<file path="src/hdl/ddac_pkg.sv">
// Shared constants, types and helper functions of the DDA ray column caster.
package ddac_pkg;

  // Map, screen and walk limits.
  localparam int MAP_SIZE  = 32;
  localparam int SCREEN_W  = 800;
  localparam int SCREEN_H  = 600;
  localparam int MAX_STEPS = 64;

  localparam int ONE_Q16   = 65536;
  localparam int ADDR_W    = $clog2(MAP_SIZE * MAP_SIZE);
  localparam int DEPTH     = MAP_SIZE * MAP_SIZE;
  localparam int CELL_W    = 4;
  localparam int COL_W     = 12;
  localparam int POS_W     = 21;
  localparam int VEC_W     = 18;
  localparam int RAY_W     = 19;
  localparam int DELTA_W   = 41;
  localparam int SUM_W     = 52;
  localparam int COORD_W   = 10;
  localparam int NUM_W     = 28;
  localparam int DIV_W     = 44;
  localparam int STEP_W    = $clog2(MAX_STEPS + 1);
  localparam int CFG_IDX_W = 3;
  localparam int CFG_DAT_W = 21;

  // Camera x is column * 2^17 / SCREEN_W minus one; the quotient is formed as a multiply by a
  // rounded-up reciprocal and a right shift; exact for every on-screen column.
  localparam int     CAM_SHIFT = 15;
  localparam longint CAM_RECIP = ((longint'(1) << (17 + CAM_SHIFT)) + SCREEN_W - 1) / SCREEN_W;

  // Configuration register indexes.
  localparam logic [CFG_IDX_W-1:0] REG_POS_X   = 3'd0;
  localparam logic [CFG_IDX_W-1:0] REG_POS_Y   = 3'd1;
  localparam logic [CFG_IDX_W-1:0] REG_DIR_X   = 3'd2;
  localparam logic [CFG_IDX_W-1:0] REG_DIR_Y   = 3'd3;
  localparam logic [CFG_IDX_W-1:0] REG_PLANE_X = 3'd4;
  localparam logic [CFG_IDX_W-1:0] REG_PLANE_Y = 3'd5;

  typedef enum logic [1:0] {
    CMD_WRITE,
    CMD_CAST,
    CMD_BAD
  } cmd_kind_e;

  // One classified item as it sits in the queue.
  typedef struct packed {
    cmd_kind_e           kind;
    logic [ADDR_W-1:0]   addr;
    logic [CELL_W-1:0]   value;
    logic [COL_W-1:0]    column;
  } cmd_t;

  // Camera registers seen by the back end.
  typedef struct packed {
    logic [POS_W-1:0]        pos_x;
    logic [POS_W-1:0]        pos_y;
    logic signed [VEC_W-1:0] dir_x;
    logic signed [VEC_W-1:0] dir_y;
    logic signed [VEC_W-1:0] plane_x;
    logic signed [VEC_W-1:0] plane_y;
  } cam_cfg_t;

  // Magnitude of a ray component.
  function automatic logic [RAY_W-1:0] abs_ray(input logic signed [RAY_W-1:0] v);
    logic [RAY_W-1:0] m;
    m = v[RAY_W-1] ? RAY_W'(-v) : RAY_W'(v);
    return m;
  endfunction

  // Saturate a wide signed row to 16 bits.
  function automatic logic signed [15:0] clamp16(input logic signed [DIV_W+1:0] v);
    logic signed [15:0] r;
    if (v < -(DIV_W+2)'(32768)) r = -16'sd32768;
    else if (v > (DIV_W+2)'(32767)) r = 16'sd32767;
    else r = v[15:0];
    return r;
  endfunction

endpackage

</file>
<file path="src/hdl/ddac_queue.sv">
// Two-entry queue of classified commands between front and back end.
module ddac_queue import ddac_pkg::*; (
  input  logic clk_i,
  input  logic rst_ni,
  input  logic push_i,
  input  cmd_t data_i,
  output logic full_o,
  input  logic pop_i,
  output logic valid_o,
  output cmd_t data_o
);

  cmd_t       slot_q [2];
  logic       wptr_q, rptr_q;
  logic [1:0] cnt_q;

  // Pointer and fill count update.
  always_ff @(posedge clk_i or negedge rst_ni) begin
    if (!rst_ni) begin
      wptr_q <= 1'b0;
      rptr_q <= 1'b0;
      cnt_q  <= '0;
    end else begin
      if (push_i) wptr_q <= ~wptr_q;
      if (pop_i)  rptr_q <= ~rptr_q;
      cnt_q <= cnt_q + {1'b0, push_i} - {1'b0, pop_i};
    end
  end

  always_ff @(posedge clk_i) begin
    if (push_i) begin
      slot_q[wptr_q] <= data_i;
    end
  end

  assign full_o  = cnt_q[1];
  assign valid_o = cnt_q != '0;
  assign data_o  = slot_q[rptr_q];

endmodule

</file>
<file path="config.mk">
export PLATFORM = sky130hd
export DESIGN_NAME = ddac_queue
export DESIGN_NICKNAME = d
export VERILOG_FILES = /design/src/hdl/ddac_pkg.sv /design/src/hdl/ddac_queue.sv
export SDC_FILE = /design/constraint.sdc
export NUM_CORES = 1
export LEC_CHECK = 0
export CORE_ASPECT_RATIO = 0.7
export CORE_UTILIZATION = 69
export CTS_BUF_LIST = sky130_fd_sc_hd__clkbuf_8
export DETAILED_ROUTE_END_ITERATION = 12
export DONT_BUFFER_PORTS = 1
export PLACE_DENSITY = 0.95
export SYNTH_ARGS = -nofsm -noshare
export SYNTH_HDL_FRONTEND = slang
export SYNTH_SLANG_ARGS = --single-unit
export TNS_END_PERCENT = 1
</file>
<file path="constraint.sdc">
create_clock -name clk_i -period 6.2 [get_ports clk_i]
set_input_delay 1.24 -clock clk_i [delete_from_list [all_inputs] [get_ports clk_i]]
set_output_delay 1.24 -clock clk_i [all_outputs]
set_load 0.01 [all_outputs]
</file>
==> impl_metrics.toml <==
[logic_synthesis]
netlist_top_cells_count = "edfxtp_1, mux2_2, mux2_4, dfrtp_1"
synth_top_area_share_pct = 74.4
synth_edf_count = 56
synthesis.area_um2 = 2260
yosysMostFrequentCell = "edfxtp_1"
ys_seq_elements = 60
async_flop_share_pct = 6.67
yosysSeqAreaShare_pct = 78.8
avgSynthCellArea_um2 = 22.4
synthCells = 101
synth_top_area_cell = "edfxtp_1"
yosys-top-cells-area = "edfxtp_1, mux2_2, mux2_4, dfrtp_1, ha_1"
netlist-cell-type-count = 14
syn_nets = 135
ys_warn_count = 0
synthFlopType = "edfxtp_1"

[global_route]
grt_antenna_before_repair = 0
grt_max_degree = 29
track_usage_pct = 21.4
overflow = 0
grt_pass1_wl_um = 5020
first_global_vias = 996

[power]
intPower_w = 0.000810
p_leak_nw = 0.888
p_clk_share_pct = 23.4
seq_power_share_pct = 52.3
peakVddDrop_mv = 0.282
swShare_pct = 28.3
p_sw_w = 0.000319
power.density_nw_per_um2 = 462
p_total_w = 0.00113
power_frac_comb_pct = 24.3

[route]
ant_nets = 0
drtIter0Drc = 37
wl_um = 3270
drt_pass1_iterations = 4
wl_per_cell_um = 21.5
vias = 928
drc = 0
routed_via_density = 6.11

[sta]
slew_viol_final = 0
rsz0062_at_grt = "no"
hold_viol_final = 0
max_slew_margin_pct = 17.3
fin_worst_skew_ns = 0.00532
clock.fmax_mhz = 322
setup_viol = 0
worst_pin_slew_ns = 1.24
fin_crit_ns = 3.10
fin_crit_sh_pct = 50.0
fin_tns_setup_ns = 0

[clock_network]
cts_buffer_depth = 2
cts_root_buf = "clkbuf_8"
post_cts_buffers = 0
path_clk_slew_ns = 0.06
cts_hold_buf = 0
cts_tree = "yes"
cts_max_level = 3
cts_resized = 0
numCtsBuffers = 9
cts.sinks = 60
clock_latency_ns = 0.32

[cells_and_area]
n_antenna_cell = 0
fin_cells = 152
syn2layout_area_growth_pct = 8.02
drive_above_1_share_pct = 37.1
fin_nets = 145

[floorplan]
die_height_um = 49.9
core-area_um2 = 2940
die_w_um = 70.4
rows = 16
ioPinCount = 62
die_area_um2 = 3510
start_util_pct = 76.8

[setup_path]
cpMaxStageDelayCell = "dfrtp_1"
worst-path-stages = 2
cp-start-kind = "register"
cp_top_family = "flip-flops"
crit_end = "data_o[20]"
worst_ep_arrival_time_ns = 1.86
path_max_fanout = 15
crit_path_end_kind = "output pin"
critPathLaunch = "rptr_q"
timing.rr.end = "slot_q[1][25]"
cp.required_ns = 4.96
crit_path_max_incr_delay_ns = 0.75
crit_path_cell_trace = "buf_4 > mux2_2"
worstRegToRegCells = 1
crit_type = "register to output pin"
r2r_slack_ns = 4.43
r2r_start = "wptr_q"
cp_num_buf_inv = 1

[placed_design]
gp_congestion = 0.635
port_buffers = 0
dp.cells = 136

[run]
cap_violations = 0

[status]
status = "finished, final reports clean"

[hold_path]
hp-class = "register to register"
==> area by class of cell <==
type | count | area, um^2
Fill cell | 144 | 500
Timing Repair Buffer | 2 | 15.0
Multi-Input combinational cell | 36 | 440
Inverter | 2 | 7.51
Sequential cell | 60 | 1780
Clock inverter | 7 | 28.8
Tap cell | 36 | 45.0
Clock buffer | 9 | 124
==> routing by layer <==
metal / global-route usage (%) / vias up / routed length (um)
li1: - / 411 / -
met1: 21.8 / 457 / 1140
met2: 34.1 / 54 / 1730
met3: 15.1 / 6 / 365
met4: 8.33 / 0 / 40
met5: 0 / - / 0
==> per-stage QoR <==
stage	hold slack, ns	setup slack [ns]	instance area, um^2	utilization (%)
6_report	0.514	3.10	2440	83.0
5_1_grt	0.564	2.98	2440	83.0
4_1_cts	0.521	3.07	2440	83.0
3_5_place_dp	0.513	3.42	2290	77.8
3_3_place_gp	0.487	3.47	2290	77.8
2_1_floorplan	0.455	3.27	2260	-
==> power groups by stage <==
stage	Sequential, W	Combinational, W	Clock (W)
2_1_floorplan	0.000570	0.000269	0
3_3_place_gp	0.000590	0.000268	0
3_5_place_dp	0.000599	0.000280	0
4_1_cts	0.000591	0.000281	0.000271
5_1_grt	0.000599	0.000295	0.000286
6_report	0.000590	0.000275	0.000264
==> state kept, by name, indices dropped and copies added, names as in the netlist <==
register / count
rptr_q: 1
slot_q: 56
cnt_q: 2
wptr_q: 1
==> cell families (layout without fill, tap and decap cells) <==
group                    after synthesis  after routing  share of synthesized area (%)
flip-flops                            60             60                           78.8
multiplexers                          28             28                           15.6
buffers and inverters                  5             20                           1.83
XOR/XNOR                               3              3                           1.83
AND/OR/NAND/NOR                        3              3                          0.831
adder cells (fa/ha/maj)                2              2                           1.11
==> placed cells by master (no fill, tap or decap) <==
cell      count
and2_1        1
buf_4         2
clkbuf_8      9
clkinv_1      1
clkinv_2      2
dfrtp_1       4
edfxtp_1     56
ha_1          2
inv_1         6
mux2_2       18
mux2_4       10
nor2b_2       1
or2_2         1
xor2_1        2
xor3_1        1
==> worst min path at each step <==
stage	startpoint	to	slack, ns	cells past startpoint
6_report	wptr_q	wptr_q	0.51	1
5_1_grt	wptr_q	wptr_q	0.56	1
4_1_cts	wptr_q	wptr_q	0.52	1
3_5_place_dp	wptr_q	wptr_q	0.51	1
3_3_place_gp	wptr_q	wptr_q	0.49	1
2_1_floorplan	wptr_q	wptr_q	0.46	1
Power figures use the tool's default switching activity.
